File: src/hw/rtl/hdlc_frame_receiver_defines.svh
// Assertion macros for the HDLC frame receiver.
// Used by files that check their own logic; no other dependencies.
`ifndef HDLC_FRAME_RECEIVER_DEFINES_SVH
`define HDLC_FRAME_RECEIVER_DEFINES_SVH

`ifndef ASSERT_OFF
// Check that cond holds at every edge out of reset.
`define HDLC_ASSERT_ALWAYS(lbl, cond, msg) \
    lbl: assert property (@(posedge clk) disable iff (!rst_n) (cond)) else $error(msg);
// Check that cons holds in the same cycle whenever ante holds.
`define HDLC_ASSERT_IMPL(lbl, ante, cons, msg) \
    lbl: assert property (@(posedge clk) disable iff (!rst_n) (ante) |-> (cons)) \
        else $error(msg);
// Check that cons holds in the cycle after ante holds.
`define HDLC_ASSERT_NEXT(lbl, ante, cons, msg) \
    lbl: assert property (@(posedge clk) disable iff (!rst_n) (ante) |=> (cons)) \
        else $error(msg);
`else
`define HDLC_ASSERT_ALWAYS(lbl, cond, msg)
`define HDLC_ASSERT_IMPL(lbl, ante, cons, msg)
`define HDLC_ASSERT_NEXT(lbl, ante, cons, msg)
`endif

`endif

File: src/hw/rtl/hdlc_rx_pkg.sv
// Shared types, constants and the FCS-16 step for the HDLC frame receiver.
// No dependencies.
package hdlc_rx_pkg;

    // Raw wire codes
    localparam logic [7:0] FLAG_BYTE   = 8'h7E;
    localparam logic [7:0] ESC_BYTE    = 8'h7D;
    localparam logic [7:0] ESC_FLAG    = 8'h5E;
    localparam logic [7:0] ESC_ESC     = 8'h5D;

    // Header constants
    localparam logic [7:0] HDR_ADDR_VAL = 8'hFF;
    localparam logic [7:0] HDR_CTRL_VAL = 8'h03;
    localparam logic [7:0] TYPE_TX_ERR  = 8'h40;
    localparam logic [7:0] TYPE_APP_ERR = 8'h20;

    // Header byte positions
    localparam logic [7:0] POS_ADDR     = 8'd0;
    localparam logic [7:0] POS_CTRL     = 8'd1;
    localparam logic [7:0] POS_SRC_NET  = 8'd2;
    localparam logic [7:0] POS_SRC_ADR  = 8'd3;
    localparam logic [7:0] POS_DST_NET  = 8'd4;
    localparam logic [7:0] POS_DST_ADR  = 8'd5;
    localparam logic [7:0] POS_SIZE     = 8'd6;
    localparam logic [7:0] FCS_LEN      = 8'd2;

    // FCS-16
    localparam logic [15:0] CRC_INIT = 16'hFFFF;
    localparam logic [15:0] CRC_POLY = 16'h8408;
    localparam logic [15:0] CRC_GOOD = 16'hF0B8;

    // Configuration register indexes
    localparam logic CFG_HOST_NETWORK = 1'b0;
    localparam logic CFG_HOST_ADDRESS = 1'b1;

    // Token queue geometry
    localparam int QDepth = 4;
    localparam int QPtrW  = $clog2(QDepth);

    typedef enum logic [2:0] {
        PH_HUNT    = 3'd0,
        PH_HEADER  = 3'd1,
        PH_PAYLOAD = 3'd2,
        PH_FCS     = 3'd3,
        PH_END     = 3'd4
    } phase_t;

    typedef enum logic [2:0] {
        ST_OK       = 3'd0,
        ST_TX_ERR   = 3'd1,
        ST_APP_ERR  = 3'd2,
        ST_NO_END   = 3'd3,
        ST_FCS_ERR  = 3'd4,
        ST_TRUNC    = 3'd5
    } status_t;

    // Classified wire byte
    typedef struct packed {
        logic       delim;
        logic       escape;
        logic       last;
        logic [7:0] data;
    } token_t;

    typedef struct packed {
        logic valid;
        logic full;
    } q_stat_t;

    typedef struct packed {
        logic [7:0] network;
        logic [7:0] address;
    } host_cfg_t;

    typedef struct packed {
        logic       kind;
        logic [7:0] data_byte;
        status_t    status;
        logic [7:0] origin_network;
        logic [7:0] origin_address;
        logic [7:0] frame_type;
        logic [7:0] payload_size;
    } result_t;

    // One byte through the reflected CRC-16, LSB first
    function automatic logic [15:0] crc16_feed(input logic [15:0] crc, input logic [7:0] b);
        logic [15:0] c;
        c = crc ^ {8'h00, b};
        for (int i = 0; i < 8; i++) begin
            c = c[0] ? ((c >> 1) ^ CRC_POLY) : (c >> 1);
        end
        return c;
    endfunction

endpackage

File: src/hw/rtl/hdlc_rx_front.sv
// Front end: accepts raw wire bytes and classifies them into tokens.
// Depends on hdlc_rx_pkg.
module hdlc_rx_front (
    input  logic                 rx_valid,
    output logic                 rx_stall,
    input  logic [7:0]           wire_byte,
    input  logic                 burst_end,
    input  hdlc_rx_pkg::q_stat_t q_stat,
    output logic                 push,
    output hdlc_rx_pkg::token_t  push_token
);

    // Hold the wire while the queue has no room
    assign rx_stall = q_stat.full;
    assign push     = rx_valid && !q_stat.full;

    // Mark raw delimiter and escape codes
    always_comb
    begin
        push_token.delim  = (wire_byte == hdlc_rx_pkg::FLAG_BYTE);
        push_token.escape = (wire_byte == hdlc_rx_pkg::ESC_BYTE);
        push_token.last   = burst_end;
        push_token.data   = wire_byte;
    end

endmodule

File: src/hw/rtl/hdlc_rx_queue.sv
// Short token queue between the front end and the frame engine.
// Depends on hdlc_rx_pkg.
module hdlc_rx_queue (
    input  logic                 clk,
    input  logic                 rst_n,
    input  logic                 push,
    input  hdlc_rx_pkg::token_t  push_token,
    input  logic                 pop,
    output hdlc_rx_pkg::token_t  pop_token,
    output hdlc_rx_pkg::q_stat_t q_stat
);

    hdlc_rx_pkg::token_t             mem [hdlc_rx_pkg::QDepth];
    logic [hdlc_rx_pkg::QPtrW-1:0]   wr_ptr_reg, wr_ptr_next;
    logic [hdlc_rx_pkg::QPtrW-1:0]   rd_ptr_reg, rd_ptr_next;
    logic [hdlc_rx_pkg::QPtrW:0]     count_reg, count_next;

    // Advance pointers and occupancy
    always_comb
    begin
        wr_ptr_next = push ? wr_ptr_reg + 1'b1 : wr_ptr_reg;
        rd_ptr_next = pop ? rd_ptr_reg + 1'b1 : rd_ptr_reg;
        count_next  = count_reg;
        if (push && !pop)
        begin
            count_next = count_reg + 1'b1;
        end
        else if (pop && !push)
        begin
            count_next = count_reg - 1'b1;
        end
    end

    always_ff @(posedge clk or negedge rst_n)
    begin
        if (!rst_n)
        begin
            wr_ptr_reg <= '0;
            rd_ptr_reg <= '0;
            count_reg  <= '0;
        end
        else
        begin
            wr_ptr_reg <= wr_ptr_next;
            rd_ptr_reg <= rd_ptr_next;
            count_reg  <= count_next;
        end
    end

    // Store tokens
    always_ff @(posedge clk)
    begin
        if (push)
        begin
            mem[wr_ptr_reg] <= push_token;
        end
    end

    assign pop_token    = mem[rd_ptr_reg];
    assign q_stat.valid = (count_reg != '0);
    assign q_stat.full  = (count_reg == (hdlc_rx_pkg::QPtrW+1)'(hdlc_rx_pkg::QDepth));

endmodule

File: src/hw/rtl/hdlc_rx_back.sv
// Frame engine: unstuffing, header check, FCS-16 and result register.
// Depends on hdlc_rx_pkg; consumes tokens from hdlc_rx_queue.
module hdlc_rx_back (
    input  logic                  clk,
    input  logic                  rst_n,
    input  hdlc_rx_pkg::host_cfg_t host,
    input  hdlc_rx_pkg::q_stat_t  q_stat,
    input  hdlc_rx_pkg::token_t   tok,
    output logic                  pop,
    output logic                  res_valid,
    input  logic                  res_stall,
    output hdlc_rx_pkg::result_t  res
);

    hdlc_rx_pkg::phase_t phase_reg, phase_next;
    logic [7:0]          count_reg, count_next;
    logic                esc_reg, esc_next;
    logic [15:0]         crc_reg, crc_next;
    logic [7:0]          src_net_reg, src_net_next;
    logic [7:0]          src_adr_reg, src_adr_next;
    logic [7:0]          type_reg, type_next;
    logic [7:0]          size_reg, size_next;

    logic                res_valid_reg, res_valid_next;
    hdlc_rx_pkg::result_t res_reg;

    logic                fb_en;
    logic [7:0]          fb_val;
    logic [7:0]          cnt_inc;
    logic                hit;
    logic                hit_kind;
    logic [7:0]          hit_data;
    hdlc_rx_pkg::status_t hit_status;

    assign cnt_inc = count_reg + 8'd1;

    // Step the frame state for one token
    always_comb
    begin
        phase_next   = phase_reg;
        count_next   = count_reg;
        esc_next     = esc_reg;
        crc_next     = crc_reg;
        src_net_next = src_net_reg;
        src_adr_next = src_adr_reg;
        type_next    = type_reg;
        size_next    = size_reg;
        fb_en        = 1'b0;
        fb_val       = tok.data;
        hit          = 1'b0;
        hit_kind     = 1'b0;
        hit_data     = 8'h00;
        hit_status   = hdlc_rx_pkg::ST_OK;

        case (phase_reg)
            hdlc_rx_pkg::PH_HUNT:
            begin
                if (tok.delim)
                begin
                    phase_next   = hdlc_rx_pkg::PH_HEADER;
                    count_next   = 8'd0;
                    esc_next     = 1'b0;
                    crc_next     = hdlc_rx_pkg::CRC_INIT;
                    src_net_next = 8'd0;
                    src_adr_next = 8'd0;
                    type_next    = 8'd0;
                    size_next    = 8'd0;
                end
            end
            hdlc_rx_pkg::PH_END:
            begin
                hit      = 1'b1;
                hit_kind = 1'b1;
                if (!tok.delim)
                begin
                    hit_status = hdlc_rx_pkg::ST_NO_END;
                end
                else if (crc_reg != hdlc_rx_pkg::CRC_GOOD)
                begin
                    hit_status = hdlc_rx_pkg::ST_FCS_ERR;
                end
                phase_next = hdlc_rx_pkg::PH_HUNT;
                esc_next   = 1'b0;
            end
            hdlc_rx_pkg::PH_HEADER, hdlc_rx_pkg::PH_PAYLOAD, hdlc_rx_pkg::PH_FCS:
            begin
                if (tok.delim)
                begin
                    // Delimiter mid-frame reopens; outside the header it also ends one
                    if (phase_reg != hdlc_rx_pkg::PH_HEADER)
                    begin
                        hit        = 1'b1;
                        hit_kind   = 1'b1;
                        hit_status = hdlc_rx_pkg::ST_NO_END;
                    end
                    phase_next   = hdlc_rx_pkg::PH_HEADER;
                    count_next   = 8'd0;
                    esc_next     = 1'b0;
                    crc_next     = hdlc_rx_pkg::CRC_INIT;
                    src_net_next = 8'd0;
                    src_adr_next = 8'd0;
                    type_next    = 8'd0;
                    size_next    = 8'd0;
                end
                else if (esc_reg)
                begin
                    // Undo a valid escape pair, drop any other
                    esc_next = 1'b0;
                    if (tok.data == hdlc_rx_pkg::ESC_FLAG)
                    begin
                        fb_en  = 1'b1;
                        fb_val = hdlc_rx_pkg::FLAG_BYTE;
                    end
                    else if (tok.data == hdlc_rx_pkg::ESC_ESC)
                    begin
                        fb_en  = 1'b1;
                        fb_val = hdlc_rx_pkg::ESC_BYTE;
                    end
                end
                else if (tok.escape)
                begin
                    esc_next = 1'b1;
                end
                else
                begin
                    fb_en = 1'b1;
                end
            end
            default:
            begin
                phase_next = hdlc_rx_pkg::PH_HUNT;
                esc_next   = 1'b0;
            end
        endcase

        // Handle one unstuffed frame byte
        if (fb_en)
        begin
            crc_next = hdlc_rx_pkg::crc16_feed(crc_reg, fb_val);
            case (phase_reg)
                hdlc_rx_pkg::PH_HEADER:
                begin
                    count_next = cnt_inc;
                    case (count_reg)
                        hdlc_rx_pkg::POS_ADDR:
                        begin
                            if (fb_val != hdlc_rx_pkg::HDR_ADDR_VAL)
                            begin
                                phase_next = hdlc_rx_pkg::PH_HUNT;
                                esc_next   = 1'b0;
                                count_next = count_reg;
                            end
                        end
                        hdlc_rx_pkg::POS_CTRL:
                        begin
                            if (fb_val != hdlc_rx_pkg::HDR_CTRL_VAL)
                            begin
                                phase_next = hdlc_rx_pkg::PH_HUNT;
                                esc_next   = 1'b0;
                                count_next = count_reg;
                            end
                        end
                        hdlc_rx_pkg::POS_SRC_NET:
                        begin
                            src_net_next = fb_val;
                        end
                        hdlc_rx_pkg::POS_SRC_ADR:
                        begin
                            src_adr_next = fb_val;
                            // Drop frames that claim to come from this host
                            if (src_net_reg == host.network && fb_val == host.address)
                            begin
                                phase_next = hdlc_rx_pkg::PH_HUNT;
                                esc_next   = 1'b0;
                                count_next = count_reg;
                            end
                        end
                        hdlc_rx_pkg::POS_DST_NET:
                        begin
                            if (fb_val != host.network)
                            begin
                                phase_next = hdlc_rx_pkg::PH_HUNT;
                                esc_next   = 1'b0;
                                count_next = count_reg;
                            end
                        end
                        hdlc_rx_pkg::POS_DST_ADR:
                        begin
                            if (fb_val != host.address)
                            begin
                                phase_next = hdlc_rx_pkg::PH_HUNT;
                                esc_next   = 1'b0;
                                count_next = count_reg;
                            end
                        end
                        hdlc_rx_pkg::POS_SIZE:
                        begin
                            size_next = fb_val;
                        end
                        default:
                        begin
                            // Type byte: error bits end the frame at once
                            type_next = fb_val;
                            if ((fb_val & hdlc_rx_pkg::TYPE_TX_ERR) != 8'h00)
                            begin
                                phase_next = hdlc_rx_pkg::PH_HUNT;
                                esc_next   = 1'b0;
                                count_next = count_reg;
                                hit        = 1'b1;
                                hit_kind   = 1'b1;
                                hit_status = hdlc_rx_pkg::ST_TX_ERR;
                            end
                            else if ((fb_val & hdlc_rx_pkg::TYPE_APP_ERR) != 8'h00)
                            begin
                                phase_next = hdlc_rx_pkg::PH_HUNT;
                                esc_next   = 1'b0;
                                count_next = count_reg;
                                hit        = 1'b1;
                                hit_kind   = 1'b1;
                                hit_status = hdlc_rx_pkg::ST_APP_ERR;
                            end
                            else
                            begin
                                count_next = 8'd0;
                                phase_next = (size_reg == 8'd0) ? hdlc_rx_pkg::PH_FCS
                                                                : hdlc_rx_pkg::PH_PAYLOAD;
                            end
                        end
                    endcase
                end
                hdlc_rx_pkg::PH_PAYLOAD:
                begin
                    count_next = cnt_inc;
                    if (cnt_inc == size_reg)
                    begin
                        count_next = 8'd0;
                        phase_next = hdlc_rx_pkg::PH_FCS;
                    end
                    hit      = 1'b1;
                    hit_kind = 1'b0;
                    hit_data = fb_val;
                end
                default:
                begin
                    count_next = cnt_inc;
                    if (cnt_inc >= hdlc_rx_pkg::FCS_LEN)
                    begin
                        count_next = 8'd0;
                        phase_next = hdlc_rx_pkg::PH_END;
                    end
                end
            endcase
        end

        // Burst end truncates any open frame unless a status already stands
        if (tok.last && phase_next != hdlc_rx_pkg::PH_HUNT)
        begin
            phase_next = hdlc_rx_pkg::PH_HUNT;
            esc_next   = 1'b0;
            if (!(hit && hit_kind))
            begin
                hit        = 1'b1;
                hit_kind   = 1'b1;
                hit_data   = 8'h00;
                hit_status = hdlc_rx_pkg::ST_TRUNC;
            end
        end
    end

    // Take a token when the result register is free or being drained
    always_comb
    begin
        pop            = q_stat.valid && (!res_valid_reg || !res_stall);
        res_valid_next = res_valid_reg && res_stall;
        if (pop && hit)
        begin
            res_valid_next = 1'b1;
        end
    end

    always_ff @(posedge clk or negedge rst_n)
    begin
        if (!rst_n)
        begin
            phase_reg     <= hdlc_rx_pkg::PH_HUNT;
            count_reg     <= 8'd0;
            esc_reg       <= 1'b0;
            crc_reg       <= hdlc_rx_pkg::CRC_INIT;
            src_net_reg   <= 8'd0;
            src_adr_reg   <= 8'd0;
            type_reg      <= 8'd0;
            size_reg      <= 8'd0;
            res_valid_reg <= 1'b0;
        end
        else
        begin
            res_valid_reg <= res_valid_next;
            if (pop)
            begin
                phase_reg   <= phase_next;
                count_reg   <= count_next;
                esc_reg     <= esc_next;
                crc_reg     <= crc_next;
                src_net_reg <= src_net_next;
                src_adr_reg <= src_adr_next;
                type_reg    <= type_next;
                size_reg    <= size_next;
            end
        end
    end

    // Load the result payload
    always_ff @(posedge clk)
    begin
        if (pop && hit)
        begin
            res_reg.kind           <= hit_kind;
            res_reg.data_byte      <= hit_data;
            res_reg.status         <= hit_status;
            res_reg.origin_network <= src_net_next;
            res_reg.origin_address <= src_adr_next;
            res_reg.frame_type     <= type_next;
            res_reg.payload_size   <= size_next;
        end
    end

    assign res_valid = res_valid_reg;
    assign res       = res_reg;

endmodule

File: src/hw/rtl/hdlc_frame_receiver.sv
// A wire byte accepted into the token queue is popped by the frame engine,
// which loads its result into the result register for transfer.
// Throughput: one wire byte per cycle unless the queue is full, set by the
// engine step (unstuff, header check, FCS-16 byte update); a four-token queue
// absorbs stalls on the result side. Reset is asynchronous and active low,
// clears all frame state and host registers at once; no clearing pass.
// Top level of the HDLC frame receiver; uses hdlc_rx_pkg, hdlc_rx_front,
// hdlc_rx_queue, hdlc_rx_back and hdlc_frame_receiver_defines.svh.
`include "hdlc_frame_receiver_defines.svh"

module hdlc_frame_receiver (
    input  logic       clk,
    input  logic       rst_n,
    // Wire byte channel
    input  logic       rx_valid,
    output logic       rx_stall,
    input  logic [7:0] wire_byte,
    input  logic       burst_end,
    // Result channel
    output logic       res_valid,
    input  logic       res_stall,
    output logic       kind,
    output logic [7:0] data_byte,
    output logic [2:0] status,
    output logic [7:0] origin_network,
    output logic [7:0] origin_address,
    output logic [7:0] frame_type,
    output logic [7:0] payload_size,
    // Configuration write channel
    input  logic       cfg_valid,
    output logic       cfg_ready,
    input  logic       cfg_index,
    input  logic [7:0] cfg_data
);

    hdlc_rx_pkg::host_cfg_t host_reg, host_next;
    hdlc_rx_pkg::q_stat_t   q_stat;
    hdlc_rx_pkg::token_t    push_token;
    hdlc_rx_pkg::token_t    pop_token;
    hdlc_rx_pkg::result_t   res;
    logic                   push;
    logic                   pop;
    logic                   status_ok;

    // Host registers
    assign cfg_ready = 1'b1;

    always_comb
    begin
        host_next = host_reg;
        if (cfg_valid)
        begin
            case (cfg_index)
                hdlc_rx_pkg::CFG_HOST_NETWORK: host_next.network = cfg_data;
                hdlc_rx_pkg::CFG_HOST_ADDRESS: host_next.address = cfg_data;
                default:                       host_next = host_reg;
            endcase
        end
    end

    always_ff @(posedge clk or negedge rst_n)
    begin
        if (!rst_n)
        begin
            host_reg <= '0;
        end
        else
        begin
            host_reg <= host_next;
        end
    end

    hdlc_rx_front u_front (
        .rx_valid   (rx_valid),
        .rx_stall   (rx_stall),
        .wire_byte  (wire_byte),
        .burst_end  (burst_end),
        .q_stat     (q_stat),
        .push       (push),
        .push_token (push_token)
    );

    hdlc_rx_queue u_queue (
        .clk        (clk),
        .rst_n      (rst_n),
        .push       (push),
        .push_token (push_token),
        .pop        (pop),
        .pop_token  (pop_token),
        .q_stat     (q_stat)
    );

    hdlc_rx_back u_back (
        .clk       (clk),
        .rst_n     (rst_n),
        .host      (host_reg),
        .q_stat    (q_stat),
        .tok       (pop_token),
        .pop       (pop),
        .res_valid (res_valid),
        .res_stall (res_stall),
        .res       (res)
    );

    // Unpack the result
    assign kind           = res.kind;
    assign data_byte      = res.data_byte;
    assign status         = res.status;
    assign origin_network = res.origin_network;
    assign origin_address = res.origin_address;
    assign frame_type     = res.frame_type;
    assign payload_size   = res.payload_size;

    assign status_ok = (res.status == hdlc_rx_pkg::ST_OK);

    // Checks
    `HDLC_ASSERT_IMPL(a_pop_needs_token, pop, q_stat.valid, "token popped from empty queue")
    `HDLC_ASSERT_IMPL(a_status_no_data, res_valid && kind, data_byte == 8'h00, "status with data")
    `HDLC_ASSERT_IMPL(a_payload_no_status, res_valid && !kind, status_ok, "payload with status")
    `HDLC_ASSERT_NEXT(a_full_holds_wire, q_stat.full && !pop, rx_stall, "wire not held when full")

endmodule
File: config.mk
export PLATFORM = sky130hd
export DESIGN_NAME = hdlc_frame_receiver
export DESIGN_NICKNAME = d
export VERILOG_FILES = /design/src/hw/rtl/hdlc_rx_pkg.sv /design/src/hw/rtl/hdlc_rx_front.sv /design/src/hw/rtl/hdlc_rx_queue.sv /design/src/hw/rtl/hdlc_rx_back.sv /design/src/hw/rtl/hdlc_frame_receiver.sv
export VERILOG_INCLUDE_DIRS = /design/src /design/src/hw/rtl
export SDC_FILE = /design/constraint.sdc
export NUM_CORES = 1
export LEC_CHECK = 0
export BUFFER_PORTS_ARGS = -buffer_cell sky130_fd_sc_hd__buf_4
export CAP_MARGIN = 15
export CORE_UTILIZATION = 45
export CTS_CLUSTER_SIZE = 12
export DETAILED_ROUTE_END_ITERATION = 7
export GPL_ROUTABILITY_DRIVEN = 0
export GPL_TIMING_DRIVEN = 0
export PLACE_DENSITY_LB_ADDON = 0.3
export SLEW_MARGIN = 5
export SYNTH_ARGS = -nofsm -noshare
export SYNTH_HDL_FRONTEND = slang
export SYNTH_HIERARCHICAL = 1
export SYNTH_SLANG_ARGS = --single-unit
File: constraint.sdc
create_clock -name clk -period 10.2 [get_ports clk]
set_input_delay 1.53 -clock clk [delete_from_list [all_inputs] [get_ports clk]]
set_output_delay 1.53 -clock clk [all_outputs]
set_load 0.01 [all_outputs]
==> results of run 1 <==
==> stage by stage <==
step | utilization (%) | total power, mW | setup WS (ns)
CTS | 53.80 | 3.389 | 5.462
floorplan | - | 2.227 | 4.825
finish | 53.91 | 3.380 | 5.438
global placement | 50.56 | 2.695 | 3.330
global route | 53.91 | 3.588 | 5.232
detailed placement | 50.76 | 2.743 | 5.491
==> synth_stat cells, drive strengths merged (5+ instances only) <==
cell type / number
o21a: 7
a31oi: 27
and3: 5
dfrtp: 68
nor3b: 9
a21oi: 14
and2: 9
xor2: 26
o31ai: 8
ha: 10
inv: 14
clkbuf: 23
nor2: 50
nand2b: 5
nand2: 96
nor4: 5
nor2b: 10
dfstp: 16
o21ai: 30
nand4: 16
mux2: 29
mux4: 11
nand3: 34
xnor2: 35
edfxtp: 88
o22a: 16
nor3: 13
buf: 26
==> critical path, cell delays in order, from the launching register on <==
cell and delay (ns):
dfrtp_1 0.46, buf_6 0.22, mux4_2 0.50, buf_4 0.22, xnor2_1 0.16, or2_1 0.23, buf_6 0.13, o31ai_1 0.86
o21a_1 0.31, a22oi_1 0.10, o22a_1 0.30, a21oi_4 0.70, buf_16 0.24
==> final cells by class <==
type | instances | area, sq um | area share [%]
Sequential cell | 172 | 4765 | 46.94
Multi-Input combinational cell | 514 | 3601 | 35.47
Timing Repair Buffer | 69 | 550.5 | 5.423
Clock buffer | 18 | 429.2 | 4.228
Tap cell | 260 | 325.3 | 3.205
Buffer | 49 | 285.3 | 2.810
Clock inverter | 14 | 142.6 | 1.405
Inverter | 14 | 52.55 | 0.5177
==> how the worst max path moves through the flow <==
stage                                 startpoint                  endpoint  slack (ns)  depth (start not counted)
5_1_grt        u_queue/rd_ptr_reg[0]$_DFFE_PN0P_   u_back/res[0]$_DFFE_PP_        5.23                         12
6_report       u_queue/rd_ptr_reg[0]$_DFFE_PN0P_   u_back/res[8]$_DFFE_PP_        5.44                         12
2_1_floorplan  u_queue/rd_ptr_reg[0]$_DFFE_PN0P_   u_back/res[0]$_DFFE_PP_        4.83                         11
3_3_place_gp   u_queue/rd_ptr_reg[0]$_DFFE_PN0P_   u_back/res[1]$_DFFE_PP_        3.33                         11
3_5_place_dp   u_queue/rd_ptr_reg[0]$_DFFE_PN0P_   u_back/res[1]$_DFFE_PP_        5.49                         12
4_1_cts        u_queue/rd_ptr_reg[0]$_DFFE_PN0P_  u_back/res[25]$_DFFE_PP_        5.46                         12
==> kinds of logic (layout without fill, tap and decap cells) <==
family | count (synthesis) | count (layout) | share of synthesized area (%)
AOI/OAI and AO/OA | 131 | 131 | 10.71
and+or+nand+nor | 269 | 269 | 15.53
xor gates and xnor gates | 61 | 61 | 6.147
DFF | 172 | 172 | 54.81
other | 1 | 1 | 0.04314
muxes | 41 | 41 | 7.197
adders and majority gates | 11 | 11 | 1.670
buffers and inverters | 63 | 164 | 3.887
==> metal layers <==
layer / global-route usage, % / up-vias
li1: - / 2910
met3: 4.755 / 29
met5: 0 / -
met4: 8.753 / 0
met2: 33.25 / 268
met1: 29.85 / 3032
==> power by group through the flow <==
stage	registers, mW	logic [mW]	clock network, mW
detailed placement	1.20	1.54	0
global placement	1.21	1.48	0
CTS	1.19	1.55	0.649
finish	1.19	1.55	0.638
global route	1.22	1.69	0.678
floorplan	1.22	1.00	0
==> reports/metrics.csv, run 1 <==
stage,metric,value,unit
power_and_ir_drop,Switching Power,1.324,mW
clock_network,"CTS clk-pin slew, worst paths",0.06,ns
sta,"Hold Vio Cnt, Final",0,
place,PortBufs,67,
critical_path,CP required,10.34,ns
sta,RSZ-0062 raised after global routing,no,
sta,Fin Clk Skew,0.009196,ns
yosys,Mapped Avg Cell Area,11.60,sq um
grt,All-Layer GR Usage,21.64,%
critical_path,r2r endpoint,u_back/res[8]$_DFFE_PP_,
sta,Tcrit/Tclk final,46.69,%
yosys,largest cells by area after synthesis,"edfxtp_1 30%, dfrtp_1 20%, dfstp_2 4.8%, nand2_1 4.1%, xnor2_1 3.5%",
critical_path,CP Capture Type,flip-flop,
finish,"commonest non-fill, non-tap cells in the layout","94 x nand2_1, 88 x edfxtp_1, 82 x buf_4, 68 x dfrtp_1, 49 x nor2_1",
sta,"Slew Viols, Final",0,
floorplanning,IO Pins,70,
grt,GRT overflow,0,
critical_path,reg2reg start,u_queue/rd_ptr_reg[0]$_DFFE_PN0P_,
place,Area after DPL,9559,sq um
detailed_routing,WL per Instance,18.11,um
grt,initial antenna violation count,0,
clock_network,clk root buf,clkbuf_16,
yosys,Synth cell types,78,
place,DP Wirelength,13740,um
power_and_ir_drop,Leakage Power,3.997,nW
power_and_ir_drop,sequential power share,35.2,%
hold_path,WHS Endpoint,u_queue/count_reg[2]$_DFFE_PN0P_,
finish,post-route insts no fill,1110,
clock_network,CTS Buf Count,17,
yosys,sequential share of the synthesized area,54.82,%
detailed_routing,# DRC,0,
floorplanning,Row Count,50,
sta,worst slew pin tran,1.052,ns
critical_path,crit start category,flip-flop,
finish,fin area,10150,sq um
clock_network,H-Tree Depth,4,
power_and_ir_drop,Comb pwr share,45.9,%
clock_network,postcts setup bufs,0,
floorplanning,Initial Util,46.16,%
floorplanning,die width,141.0,um
finish,"commonest non-fill, non-tap cell in the layout",nand2_1,
clock_network,Resized cells post-CTS,0,
place,Placed Cells,1077,
hold_path,Worst Hold Path Cells,1,
yosys,Ys Warns,6,
floorplanning,total core area,18830,sq um
grt,first-pass GRT wire length,32400,um
floorplanning,Die ar.,19880,sq um
detailed_routing,drt first-iter violations,602,
sta,WHS,0.4860,ns
sta,f_max,210.0,MHz
clock_network,clock sinks,172,
power_and_ir_drop,Sw Ratio,39.17,%
finish,P&R area growth vs syn,16.78,%
critical_path,worst setup path class,flip-flop to flip-flop,
sta,Slew headroom,29.29,%
floorplanning,height of the die,141.0,um
yosys,Main synth FF type,edfxtp_1,
detailed_routing,metal3 WL,1418,um
grt,vias in the first global route,5909,
detailed_routing,DR pass1 iterations,5,
yosys,Synth Net Count,783,
power_and_ir_drop,PwrDens,333.0,nW/um^2
clock_network,Longest Clk Path Bufs,2,
yosys,cells after synthesis,749,
hold_path,worst hold path startpoint,u_queue/count_reg[2]$_DFFE_PN0P_,
power_and_ir_drop,Max VDD drop,0.1606,mV
yosys,post-synthesis register bit count,172,
sta,Final setup viols,0,
critical_path,crit-path max FO,24,
detailed_routing,Antenna Nets Post-Route,0,
job,Max Cap Viol,0,
detailed_routing,wire length on met1,8951,um
critical_path,crit path DAT,4.90,ns
power_and_ir_drop,Clock power frac,18.9,%
clock_network,worst skew pair latency,0.43,ns
yosys,largest area contributor in the netlist,edfxtp_1,
finish,Antenna Cells,0,
yosys,Post-synth ARST share,48.84,%
power_and_ir_drop,Internal,2.056,mW
sta,Tmin final,4.762,ns
sta,setup TNS,0,ns
yosys,Synth Cell Area,8692,sq um
finish,fillers,1653,
critical_path,reg2reg path depth,12,
detailed_routing,met2 wire length,9302,um
finish,Final Net Count,871,
detailed_routing,Total Routed Length,20100,um
yosys,Yosys top cell area share,30.40,%
status,status,completed,
detailed_routing,mean number of vias per cell,5.621,
clock_network,TritonCTS clock tree,yes,
critical_path,"setup slack, reg-to-reg",5.44,ns
yosys,number of flops mapped to enable cells by yosys,88,
grt,largest net degree at the start of global routing,85,
clock_network,cts hold-fix bufs,0,
hold_path,Hold Crit Class,flip-flop to flip-flop,
detailed_routing,uppermost layer routed,met4,
finish,share of cells above drive strength 1,23.18,%
detailed_routing,via count,6239,
Power figures use the tool's default switching activity.
==> run 2: changes to the inputs <==
==> constraint.sdc (replaced) <==
create_clock -name clk -period 4.9 [get_ports clk]
set_input_delay 0.735 -clock clk [delete_from_list [all_inputs] [get_ports clk]]
set_output_delay 0.735 -clock clk [all_outputs]
set_load 0.01 [all_outputs]
==> run 2 against run 1 <==
  * Critical path depth grew 1
  * Final area increased by 0.12%
  * Register-to-register slack worse by 5.0 ns
  * Maximum frequency is 5.9% higher
  * Highest routed layer unchanged
  * Non-clock buffer count unchanged
  * Power is 110% higher
  * Setup slack got worse by 5.0 ns
  * Critical endpoint is now u_back/res[2]$_DFFE_PP_
==> reports/metrics.csv, run 2 (synthesis results as in run 1) <==
stage,metric,value,unit,change
critical_path,r2r endpoint,u_back/res[2]$_DFFE_PP_,,
job,Max Cap Viol,0,,unchanged
critical_path,reg2reg start,u_queue/rd_ptr_reg[0]$_DFFE_PN0P_,,
floorplanning,die width,141.0,um,unchanged
clock_network,TritonCTS clock tree,yes,,
power_and_ir_drop,Leakage Power,3.997,nW,about the same
critical_path,reg2reg path depth,13,,+1
finish,post-route insts no fill,1110,,unchanged
finish,share of cells above drive strength 1,23.18,%,unchanged
clock_network,postcts setup bufs,0,,unchanged
power_and_ir_drop,Clock power frac,18.8,%,about the same
sta,"Slew Viols, Final",0,,unchanged
grt,vias in the first global route,5904,,-0.085%
place,Placed Cells,1077,,unchanged
sta,Tcrit/Tclk final,91.75,%,+45 points
place,PortBufs,67,,unchanged
clock_network,"CTS clk-pin slew, worst paths",0.07,ns,about the same
critical_path,"setup slack, reg-to-reg",0.40,ns,-5.03 ns
clock_network,CTS Buf Count,17,,unchanged
power_and_ir_drop,Max VDD drop,0.3209,mV,+100%
clock_network,clk root buf,clkbuf_16,,
finish,P&R area growth vs syn,16.93,%,
finish,fillers,1641,,-0.73%
critical_path,worst setup path class,flip-flop to flip-flop,,
status,status,completed,,
grt,first-pass GRT wire length,32290,um,-0.36%
critical_path,"most used cell, CP",buf_6,,
critical_path,crit-path max FO,25,,+4.2%
critical_path,CP required,5.03,ns,-5.31 ns
critical_path,largest delay contributor family on the critical path,compound AO/OA/AOI/OAI gates,,
detailed_routing,DR pass1 iterations,5,,unchanged
critical_path,"Cell Chain, Critical Path",buf_6 -> mux4_2 -> buf_4 -> xnor2_1 -> or2_1 -> buf_6 -> o41a_1 -> nand4_1 -> a221oi_2 -> a21oi_1 -> o221ai_1 -> a21oi_4 -> buf_16,,
clock_network,cts hold-fix bufs,0,,unchanged
sta,RSZ-0062 raised after global routing,no,,
critical_path,CP Capture Type,flip-flop,,
detailed_routing,# DRC,0,,unchanged
floorplanning,total core area,18830,sq um,unchanged
sta,setup TNS,0,ns,unchanged
detailed_routing,Total Routed Length,20020,um,-0.42%
sta,Slew headroom,39.34,%,+10 points
sta,Final setup viols,0,,unchanged
detailed_routing,Antenna Nets Post-Route,0,,unchanged
sta,Tmin final,4.496,ns,-0.2667 ns
power_and_ir_drop,sequential power share,35.2,%,about the same
power_and_ir_drop,PwrDens,691.9,nW/um^2,+110%
floorplanning,Die ar.,19880,sq um,unchanged
clock_network,clock sinks,172,,unchanged
power_and_ir_drop,Switching Power,2.748,mW,+110%
floorplanning,Initial Util,46.16,%,unchanged
detailed_routing,mean number of vias per cell,5.591,,-0.53%
critical_path,Worst setup endpoint,u_back/res[2]$_DFFE_PP_,,
power_and_ir_drop,Internal,4.284,mW,+110%
critical_path,Crit path depth,13,,+1
sta,worst slew pin tran,0.9029,ns,-0.1486 ns
critical_path,CP max stage cell,a21oi_4,,
critical_path,Buf/Inv on CP,4,,unchanged
sta,"Hold Vio Cnt, Final",0,,unchanged
critical_path,crit start category,flip-flop,,
hold_path,Hold Crit Class,primary input to asynchronous set/reset pin,,
floorplanning,height of the die,141.0,um,unchanged
clock_network,Longest Clk Path Bufs,2,,unchanged
clock_network,H-Tree Depth,4,,unchanged
place,DP Wirelength,13720,um,-0.17%
grt,All-Layer GR Usage,21.51,%,-0.13 points
grt,initial antenna violation count,0,,unchanged
critical_path,worst setup path startpoint,u_queue/rd_ptr_reg[0]$_DFFE_PN0P_,,
place,"worst slack, placed",0.2541,ns,-5.237 ns
finish,"commonest non-fill, non-tap cell in the layout",nand2_1,,
power_and_ir_drop,Comb pwr share,46.0,%,about the same
sta,PnR worst setup slack,0.4045,ns,-5.033 ns
power_and_ir_drop,Sw Ratio,39.08,%,-0.091 points
detailed_routing,via count,6206,,-0.53%
critical_path,crit path DAT,4.63,ns,-0.27 ns
grt,largest net degree at the start of global routing,85,,unchanged
critical_path,crit-path max cell delay,0.66,ns,-0.20 ns
detailed_routing,WL per Instance,18.03,um,-0.42%
floorplanning,IO Pins,70,,unchanged
finish,Final Net Count,871,,unchanged
floorplanning,Row Count,50,,unchanged
grt,GRT overflow,0,,unchanged
sta,f_max,222.4,MHz,+5.9%
finish,Antenna Cells,0,,unchanged
finish,"commonest non-fill, non-tap cells in the layout","94 x nand2_1, 88 x edfxtp_1, 82 x buf_4, 68 x dfrtp_1, 49 x nor2_1",,
sta,Fin Clk Skew,0.009979,ns,+0.0007837 ns
clock_network,worst skew pair latency,0.43,ns,about the same
detailed_routing,drt first-iter violations,501,,-17%
## run 2: cell count changes in the layout (fill, tap and decap cells not counted)
| cell | delta |
|---|---|
| o31ai_1 | -1 |
| clkbuf_1 | +1 |
| clkinv_4 | +1 |
| clkinv_2 | -2 |
| inv_8 | -1 |
| o31ai_2 | +1 |
| buf_16 | +1 |
| inv_6 | +1 |
| buf_12 | -1 |
## run 2: timing repair
item / 4_1_cts / 5_1_grt
hold endpoints to repair: 0 / 0
endpoints found under the setup margin: 0 / 21
resized for setup: 0 / 1
## run 2: power by group through the flow
stage / Sequential [mW] / Clock (mW) / Combinational (mW)
2_1_floorplan: 2.53 / 0 / 2.09
3_3_place_gp: 2.50 / 0 / 3.09
3_5_place_dp: 2.50 / 0 / 3.20
4_1_cts: 2.48 / 1.35 / 3.22
5_1_grt: 2.53 / 1.40 / 3.53
6_report: 2.47 / 1.32 / 3.23
## run 2: per-layer routing
layer / global-route usage, % / vias up / wire length (um)
met5: 0 / - / 0
met4: 6.293 / 0 / 271
met3: 4.823 / 23 / 1212
met2: 34.07 / 219 / 9385
met1: 29.68 / 3048 / 9148
li1: - / 2916 / -
## run 2: area by class of cell
cell class              instances  area [sq um]  area share (%)
flip-flops and latches        172          4765           46.88
multi-input cells             514          3606           35.48
repair buffers                 69         558.0           5.491
clock buffers                  19         432.9           4.260
well taps                     260         325.3           3.201
plain buffers                  49         285.3           2.807
clock inverters                13         138.9           1.366
inverters                      14         52.55          0.5171
## run 2: per-stage QoR
step	cell area, sq um	utilization, %	hold WS [ns]	power (mW)
2_1_floorplan	8696	-	0.4394	4.628
3_3_place_gp	9524	50.58	0.4636	5.592
3_5_place_dp	9559	50.76	0.4713	5.701
4_1_cts	10130	53.80	0.4890	7.044
5_1_grt	10160	53.97	0.3142	7.460
6_report	10160	53.97	0.2825	7.032
## run 2: how the worst min path moves through the flow
stage	startpoint	to	slack (ns)	cells after the start
2_1_floorplan	rst_n	host_reg[0]$_DFFE_PN0P_	0.44	0
3_3_place_gp	u_back/src_adr_reg[5]$_DFFE_PN0P_	u_back/src_adr_reg[5]$_DFFE_PN0P_	0.46	2
3_5_place_dp	u_back/src_adr_reg[5]$_DFFE_PN0P_	u_back/src_adr_reg[5]$_DFFE_PN0P_	0.47	2
4_1_cts	u_queue/count_reg[2]$_DFFE_PN0P_	u_queue/count_reg[2]$_DFFE_PN0P_	0.49	1
5_1_grt	rst_n	host_reg[4]$_DFFE_PN0P_	0.31	1
6_report	rst_n	host_reg[4]$_DFFE_PN0P_	0.28	1
==> run 3: changes to the inputs <==
--- a/config.mk
+++ b/config.mk
@@ -8,11 +8,14 @@
 export LEC_CHECK = 0
 export BUFFER_PORTS_ARGS = -buffer_cell sky130_fd_sc_hd__buf_4
 export CAP_MARGIN = 15
-export CORE_UTILIZATION = 45
+export CELL_PAD_IN_SITES_DETAIL_PLACEMENT = 1
+export CELL_PAD_IN_SITES_GLOBAL_PLACEMENT = 1
+export CORE_UTILIZATION = 49
 export CTS_CLUSTER_SIZE = 12
 export DETAILED_ROUTE_END_ITERATION = 7
 export GPL_ROUTABILITY_DRIVEN = 0
 export GPL_TIMING_DRIVEN = 0
+export MAX_ROUTING_LAYER = met4
 export PLACE_DENSITY_LB_ADDON = 0.3
 export SLEW_MARGIN = 5
 export SYNTH_ARGS = -nofsm -noshare
==> run 3 against run 2 <==
  * Maximum frequency decreased by 3.4%
  * Clock power is essentially flat
  * Final area shrank 0.60%
  * Final cell count down 3.2%
  * Combinational power grew 5%
  * Global-route usage grew 7.6 points
  * Sequential share of layout area rose by 0.28 points
  * Clock skew up 0.00094 ns
  * Register-to-register slack worse by 0.16 ns
  * Flip-flop and latch count unchanged
  * Sequential power about the same
==> reports/metrics.csv, run 3 (synthesis results as in run 1) <==
stage,metric,value,unit,change
status,status,completed,,
detailed_routing,Antenna Nets Post-Route,0,,unchanged
critical_path,CP required,5.02,ns,about the same
finish,fin area,10100,sq um,-0.60%
finish,post-layout util,58.41,%,+4.4 points
clock_network,H-Tree Depth,4,,unchanged
grt,largest net degree at the start of global routing,85,,unchanged
finish,post-route insts no fill,1075,,-3.2%
detailed_routing,DR pass1 iterations,5,,unchanged
finish,"commonest non-fill, non-tap cells in the layout","94 x nand2_1, 88 x edfxtp_1, 82 x buf_4, 68 x dfrtp_1, 49 x nor2_1",,
clock_network,worst skew pair latency,0.43,ns,about the same
finish,FF+latch area,4765,sq um,unchanged
detailed_routing,via count,6488,,+4.5%
detailed_routing,Total Routed Length,24420,um,+22%
clock_network,postcts setup bufs,0,,unchanged
clock_network,clk root buf,clkbuf_16,,
clock_network,TritonCTS clock tree,yes,,
place,Area after DPL,9508,sq um,-0.54%
finish,P&R area growth vs syn,16.22,%,
detailed_routing,drt first-iter violations,407,,-19%
grt,GRT overflow,0,,unchanged
clock_network,Resized cells post-CTS,0,,unchanged
grt,first-pass GRT wire length,38470,um,+19%
power_and_ir_drop,Clock power frac,18.3,%,-0.5 points
detailed_routing,WL per Instance,22.72,um,+26%
clock_network,CTS Buf Count,17,,unchanged
floorplanning,Initial Util,50.25,%,+4.1 points
clock_network,Longest Clk Path Bufs,2,,unchanged
sta,Final setup viols,0,,unchanged
detailed_routing,# DRC,0,,unchanged
critical_path,crit-path max FO,33,,+32%
power_and_ir_drop,Comb pwr share,47.0,%,+1.0 points
finish,Final Net Count,871,,unchanged
sta,RSZ-0062 raised after global routing,no,,
finish,multi-input logic area,3601,sq um,-0.14%
floorplanning,IO Pins,70,,unchanged
finish,Antenna Cells,0,,unchanged
critical_path,worst setup path class,flip-flop to flip-flop,,
power_and_ir_drop,Max VDD drop,0.3580,mV,+12%
place,"worst slack, placed",0.3575,ns,+0.1033 ns
critical_path,crit path DAT,4.77,ns,+0.14 ns
power_and_ir_drop,PwrDens,711.7,nW/um^2,+2.9%
sta,setup TNS,0,ns,unchanged
sta,Tcrit/Tclk final,94.97,%,+3.2 points
power_and_ir_drop,Internal,4.253,mW,-0.73%
clock_network,cts hold-fix bufs,0,,unchanged
sta,"Slew Viols, Final",0,,unchanged
sta,Slew headroom,22.07,%,-17 points
detailed_routing,mean number of vias per cell,6.035,,+7.9%
floorplanning,total core area,17300,sq um,-8.1%
sta,Tmin final,4.653,ns,+0.1579 ns
grt,vias in the first global route,6900,,+17%
critical_path,CP Capture Type,flip-flop,,
power_and_ir_drop,Leakage Power,3.998,nW,about the same
grt,initial antenna violation count,0,,unchanged
place,PortBufs,67,,unchanged
finish,"commonest non-fill, non-tap cell in the layout",nand2_1,,
finish,share of cells above drive strength 1,23.41,%,+0.24 points
grt,All-Layer GR Usage,29.08,%,+7.6 points
power_and_ir_drop,Switching Power,2.937,mW,+6.9%
sta,Fin Clk Skew,0.01092,ns,+0.0009414 ns
sta,"Hold Vio Cnt, Final",0,,unchanged
hold_path,Hold Crit Class,primary input to asynchronous set/reset pin,,
place,Placed Cells,1042,,-3.2%
clock_network,"CTS clk-pin slew, worst paths",0.07,ns,about the same
floorplanning,Row Count,48,,-4.0%
floorplanning,height of the die,135.2,um,-4.1%
floorplanning,die width,135.2,um,-4.1%
sta,f_max,214.9,MHz,-3.4%
sta,worst slew pin tran,1.160,ns,+0.2571 ns
power_and_ir_drop,Sw Ratio,40.85,%,+1.8 points
job,Max Cap Viol,0,,unchanged
finish,fillers,1804,,+9.9%
floorplanning,Die ar.,18280,sq um,-8.1%
clock_network,clock sinks,172,,unchanged
sta,PnR worst setup slack,0.2466,ns,-0.1579 ns
critical_path,crit start category,flip-flop,,
place,DP Wirelength,16440,um,+20%
power_and_ir_drop,sequential power share,34.8,%,-0.4 points
## run 3: path summary, 6_finish.rpt
| kind | start | end | slack [ns] | cells after the start |
|---|---|---|---|---|
| max reg2reg | u_queue/rd_ptr_reg[0]$_DFFE_PN0P_ | u_back/res[6]$_DFFE_PP_ | 0.25 | 12 |
| max | u_queue/rd_ptr_reg[0]$_DFFE_PN0P_ | u_back/res[6]$_DFFE_PP_ | 0.25 | 12 |
| min | rst_n | host_reg[11]$_DFFE_PN0P_ | 0.20 | 1 |
| max in group asynchronous | rst_n | u_back/crc_reg[4]$_DFFE_PN1P_ | 4.01 | 2 |
| min reg2reg | u_queue/count_reg[2]$_DFFE_PN0P_ | u_queue/count_reg[2]$_DFFE_PN0P_ | 0.50 | 1 |
| min in group clk | u_queue/count_reg[2]$_DFFE_PN0P_ | u_queue/count_reg[2]$_DFFE_PN0P_ | 0.50 | 1 |
## run 3: layout make-up
class                   instances  area share (%)
clock inverters                12           1.090
multi-input cells             514           35.65
flip-flops and latches        172           47.16
inverters                      14          0.5202
plain buffers                  49           2.824
repair buffers                 69           5.450
well taps                     225           2.787
clock buffers                  20           4.521
## run 3: layer usage
layer | vias up | GRT usage (%) | share of wire (%)
met2 | 226 | 46.61 | 50
met1 | 3287 | 35.38 | 41
li1 | 2904 | - | -
met5 | - | - | 0
met4 | 0 | 14.86 | 4.7
met3 | 71 | 5.163 | 4.4
## run 3: stage by stage
| stage | total power [mW] | hold slack (ns) |
|---|---|---|
| 2_1_floorplan | 4.628 | 0.4394 |
| 3_3_place_gp | 5.590 | 0.4615 |
| 3_5_place_dp | 5.808 | 0.4771 |
| 4_1_cts | 7.192 | 0.4930 |
| 5_1_grt | 7.560 | 0.2134 |
| 6_report | 7.190 | 0.1989 |
## run 3: critical path, stage by stage, from the launching register on
cell	delay (ns)
dfrtp_1	0.47
buf_6	0.23
mux4_2	0.52
buf_4	0.23
xnor2_1	0.18
or2_1	0.25
buf_6	0.14
o31ai_1	0.78
o21a_1	0.32
a22oi_1	0.14
o22a_1	0.31
a21oi_4	0.48
buf_12	0.27
## run 3: power groups by stage
stage | Clock [mW] | Combinational, mW | Sequential, mW
CTS | 1.34 | 3.36 | 2.50
detailed placement | 0 | 3.29 | 2.52
global route | 1.38 | 3.63 | 2.54
floorplan | 0 | 2.09 | 2.53
global placement | 0 | 3.09 | 2.50
finish | 1.31 | 3.38 | 2.50
